[src/pdg_ram.sv]
// simple dual-port ram with registered read
`default_nettype none
module pdg_ram #(
	parameter int WIDTH = 8,
	parameter int DEPTH = 256
) (
	input  wire                      clk,
	input  wire                      we,
	input  wire  [$clog2(DEPTH)-1:0] waddr,
	input  wire  [WIDTH-1:0]         wdata,
	input  wire                      re,
	input  wire  [$clog2(DEPTH)-1:0] raddr,
	output logic [WIDTH-1:0]         rdata
);

	logic [WIDTH-1:0] mem [DEPTH];

	always_ff @(posedge clk) begin
		if (we)
			mem[waddr] <= wdata;
		if (re)
			rdata <= mem[raddr];
	end

endmodule
`default_nettype wire
[config.mk]
export PLATFORM = sky130hd
export DESIGN_NAME = pdg_ram
export DESIGN_NICKNAME = d
export VERILOG_FILES = /design/src/pdg_ram.sv
export SDC_FILE = /design/constraint.sdc
export NUM_CORES = 2
export LEC_CHECK = 0
export ABC_AREA = 1
export BUFFER_PORTS_ARGS = -buffer_cell sky130_fd_sc_hd__buf_2
export CAP_MARGIN = 20
export CORE_ASPECT_RATIO = 0.5
export CORE_MARGIN = 2
export CORE_UTILIZATION = 55
export CTS_CLUSTER_DIAMETER = 40
export CTS_CLUSTER_SIZE = 28
export DETAILED_ROUTE_END_ITERATION = 8
export PLACE_DENSITY = 0.74
export SYNTH_ARGS = -nofsm -noshare
export SYNTH_HDL_FRONTEND = slang
export SYNTH_SLANG_ARGS = --single-unit
[constraint.sdc]
create_clock -name clk -period 2.3 [get_ports clk]
set_input_delay 0.46 -clock clk [delete_from_list [all_inputs] [get_ports clk]]
set_output_delay 0.46 -clock clk [all_outputs]
set_load 0.05 [all_outputs]
---- Word-level counts from Yosys, hierarchy flattened ----
Memories as Yosys holds them, arrays and structs flattened. A register that Yosys moved wholly into a read port is not among the register bits.
Index checks and enable logic that the tools add are counted.
storage, ports and cells
  register bits ........................... 0
  bits in writable memories ............... 2048
  input port bits ......................... 27
  output and inout bits ................... 8
  logic and storage cells ................. 3
  memories kept ........................... 1
cells by class
  mux-type cells .......................... 2
memory list
  memory  words  bits a word  read ports  clocked after memory_dff  write ports  RTL line  source
  mem     256    8            1           1                         1            16        logic [WIDTH-1:0] mem [DEPTH];
operator list
  kind              number
  1-bit 2-to-1 mux  2

---- Logic depth before layout (Yosys ltp) ----
  depth after elaboration ................. 2
  depth in mapped cells ................... 15
  depth with buffers taken out ............ 11

---- Least setup slack after synthesis ----
OpenSTA, ideal clock, no wires.
  kind .................................... input port to flip-flop
  from .................................... in we
  to ...................................... mem mem[162][0] (enable)
  library setup time ...................... 0.370 ns
  arrival time ............................ 1.581 ns
  required time ........................... 1.930 ns
  slack ................................... 0.349 ns
  stages on the path ...................... 4
  path buffers ............................ 2
  cell sequence ........................... clkbuf_1 nand3_1 clkbuf_1 nor2_1
on the way
  cells in the longest elaborated chain, start to end .. 2
ends and longest elaborated chain
  item                                    RTL line  source
  start: declaration                      8         input wire we,
  1-bit 2-to-1 mux                        19        if (we)
  1-bit 2-to-1 mux (implied by the code)  20        mem[waddr] <= wdata;
  end: declaration                        16
No other way between the ends.

---- Worst setup path after layout ----
  from .................................... reg rdata[0], read port of mem
  to ...................................... out rdata[0]
RTL lines
  item                RTL line  source
  start: declaration  13        output logic [WIDTH-1:0] rdata
No word-level cell between the ends.

==> impl_metrics.csv <==
group,metric,value,unit
timing,setup_viol,0,
pwr,p_clk_frac,0.375,
cells_and_area,post_route_cells_drive_above_1_share,0.128,
flow_run,max_cap_viol_count,0,
critical_path,cp_max_stage_delay,0.48,ns
timing,tightestPinTransition,1.06,ns
detailed_routing,ant_nets,0,
grt,grt_use_met3,0.0676,
clocking,cts.root.buffer_cell,"sky130_fd_sc_hd__clkbuf_16",
pwr,fin_total_pwr,74.7,mW
detailed_routing,drt_drc_violations_left,0,
grt,met2_usage,0.451,
floorplanning,rows,101,
yosys,synth.avg_cell_area,11.9,um^2
pwr,power.share.combinational,0.072,
detailed_routing,vias_per_cell,6.05,
floorplanning,count_of_pins_on_the_block_boundary,35,
grt,initial_antenna_violation_count,7,
grt,grt_busiest_layer,"met2",
grt,grtUsageMet1,0.406,
timing,fin_skew,0.0415,ns
critical_path,critical_path.cell_chain,"buf_2",
clocking,tritoncts,"done",
clocking,tritoncts_num_sinks,2056,
detailed_routing,detailed_routing_iteration_count_for_the_pre_antenna_repair_pass,6,
timing,slew-limit-headroom,0.290,
yosys,yosys.cell_types.count,13,
grt,first_global_vias,55100,
pwr,pwr_density_cell,780,nW/um^2
grt,global_route.usage.total,0.293,
clocking,tritoncts.num_buffers,152,
placed_design,dp_hpwl,142000,um
floorplanning,die_footprint,155000,um^2
pwr,seqPwrFrac,0.553,
pwr,p_leak,34.3,nW
detailed_routing,detailroute.via_count,57500,
detailed_routing,routed_wirelength,228000,um
placed_design,place_area,90600,um^2
cells_and_area,num-nets-final,7393,
critical_path,cp_data_arrival_time,1.63,ns
cells_and_area,finished_layout_cells,9506,
critical_path,reg2reg_setup_slack,0.24,ns
critical_path,critPathBufInv,1,
cells_and_area,fill_cells,10700,
yosys,yosys_warnings,0,
critical_path,start_kind,"register",
timing,max_frequency,0.479,GHz
critical_path,slowest_library_cell_on_the_worst_path,"sky130_fd_sc_hd__edfxtp_1",
grt,gr-total-overflow,0,
clocking,cts_max_path_buffers,3,
timing,rsz0062_at_grt,"false",
clocking,cts-hold-fix-buffers,0,
clocking,h-tree-depth,4,
placed_design,routabilityCongestion,0.910,
floorplanning,die_width,555,um
clocking,post_cts_resized,0,
cells_and_area,seq_area,61700,um^2
cells_and_area,multi_input_comb_area,19100,um^2
critical_path,timing.critical_path.fanout_max,1,
clocking,post_cts.repair.setup_buffers,0,
floorplanning,chipHeight,279,um
cells_and_area,postLayoutCellArea,95800,um^2
placed_design,placed_cells_incl_taps,9220,
cells_and_area,layout-area-overhead-vs-synth,14.8,%
timing,hold_violations,0,
yosys,synth-seq-area-share,0.740,
yosys,synth_seq_cells,2056,
pwr,swShare,0.239,
grt,grt_max_degree,77,
worst_hold_path,holdCritPathClass,"in2reg",
detailed_routing,drtIter0Drc,8793,
pwr,intPower,56.9,mW
timing,fin_tns_setup,0,ns
critical_path,end_kind,"primary output",
critical_path,cp_top_family,"flip-flops",
cells_and_area,finalCoreUtilization,0.633,
yosys,synth_nets,7030,
pwr,vdd_drop_max,0.000644,V
floorplanning,std_cell_core_area,151000,um^2
detailed_routing,routed_wire_length_per_instance,24.0,um
yosys,cell_area_after_synthesis,83500,um^2
critical_path,worst_path_class_setup,"reg2out",
pwr,switching_power,17.8,mW
clocking,worstSkewPairLatency,0.81,ns
critical_path,timing.critical_path.required,1.84,ns
clocking,cts.clk_slew.worst_paths,0.09,ns
placed_design,portbufs,34,
timing,timing.final.crit_share,0.908,
outcome,status,"completed",
yosys,netlist_instances,7003,
timing,layout_min_cycle_time,2.09,ns
grt,grt_pass1_wl,340000,um
timing,finalMaxSlewViolations,0,
floorplanning,initial_core_utilization,0.552,
per-stage QoR:
stage	hold slack, ns	setup WS [ns]
final	0.0440	0.211
after floorplan	0.559	0.349
after global routing	0.0470	0.124
after global placement	0.863	-0.485
after CTS	0.00878	0.194
after detailed placement	0.862	-0.487
power by group through the flow:
| stage | clock network (mW) | registers, mW | logic [mW] |
|---|---|---|---|
| after floorplan | 0 | 42.2 | 2.55 |
| final | 28.0 | 41.3 | 5.38 |
| after CTS | 28.2 | 41.3 | 5.28 |
| after detailed placement | 0 | 42.1 | 5.24 |
| after global routing | 29.5 | 41.3 | 5.73 |
| after global placement | 0 | 42.1 | 5.18 |
cells in the mapped netlist, drive strengths merged:
cell type | number | area (um^2)
nand3 | 2019 | 10100
edfxtp | 2056 | 61700
clkbuf | 112 | 420
nand2 | 2123 | 7970
inv | 39 | 149
buf | 371 | 2030
nor2 | 283 | 1060
state kept, by name, summed over array words and instances (netlist names):
| signal | count |
|---|---|
| mem | 2048 |
| rdata | 8 |
cell type report:
type                       instances  share of cell area
antenna                            9            0.000235
inverter                          39             0.00188
sequential                      2056               0.644
clock buffer                     164              0.0415
tap                             2008              0.0262
timing repair buffer             692              0.0733
clock inverter                   113              0.0128
multi-input combinational       4425               0.200
cells in the final DEF (no fill, tap or decap), types with 6 or more instances in the layout:
master	Yosys	layout
sky130_fd_sc_hd__clkbuf_1	112	6
sky130_fd_sc_hd__clkinv_8	0	14
sky130_fd_sc_hd__clkinv_4	0	16
sky130_fd_sc_hd__clkinvlp_4	0	13
sky130_fd_sc_hd__nand3_1	2019	2019
sky130_fd_sc_hd__buf_2	268	22
sky130_fd_sc_hd__inv_1	36	34
sky130_fd_sc_hd__buf_4	46	515
sky130_fd_sc_hd__buf_12	0	144
sky130_fd_sc_hd__inv_8	0	17
sky130_fd_sc_hd__clkbuf_16	0	158
sky130_fd_sc_hd__inv_6	0	27
sky130_fd_sc_hd__diode_2	0	9
sky130_fd_sc_hd__clkinv_1	0	11
sky130_fd_sc_hd__clkinv_2	0	7
sky130_fd_sc_hd__bufinv_16	0	8
sky130_fd_sc_hd__nor2_1	283	283
sky130_fd_sc_hd__nand2_1	2123	2118
sky130_fd_sc_hd__buf_8	1	11
sky130_fd_sc_hd__edfxtp_1	2056	2056
worst reg2reg max path: cells and delay by family (launching register included):
family,cells,cell delay [ns]
AND/OR/NAND/NOR,10,1.46
flip-flops,1,0.38
worst paths after layout:
| check | startpoint | depth (start not counted) | to |
|---|---|---|---|
| worst max register to register | mem[177][4] | 10 | rdata[4] |
| worst min-delay path | wdata[6] | 1 | mem[33][6] |
| worst min register to register | mem[82][2] | 10 | rdata[2] |
| worst max-delay path | rdata[0] | 1 | rdata[0] |
cells by family after synthesis:
group / share of synthesized area
AND/OR/NAND/NOR: 0.229
buffers and inverters: 0.0312
flip-flops: 0.740
per-layer routing:
metal,vias up,share of wire
li1,25600,-
met1,27700,0.37
met2,3601,0.46
met3,540,0.13
met4,0,0.040
met5,-,0
No activity file was read; power rests on OpenSTA's default activity.
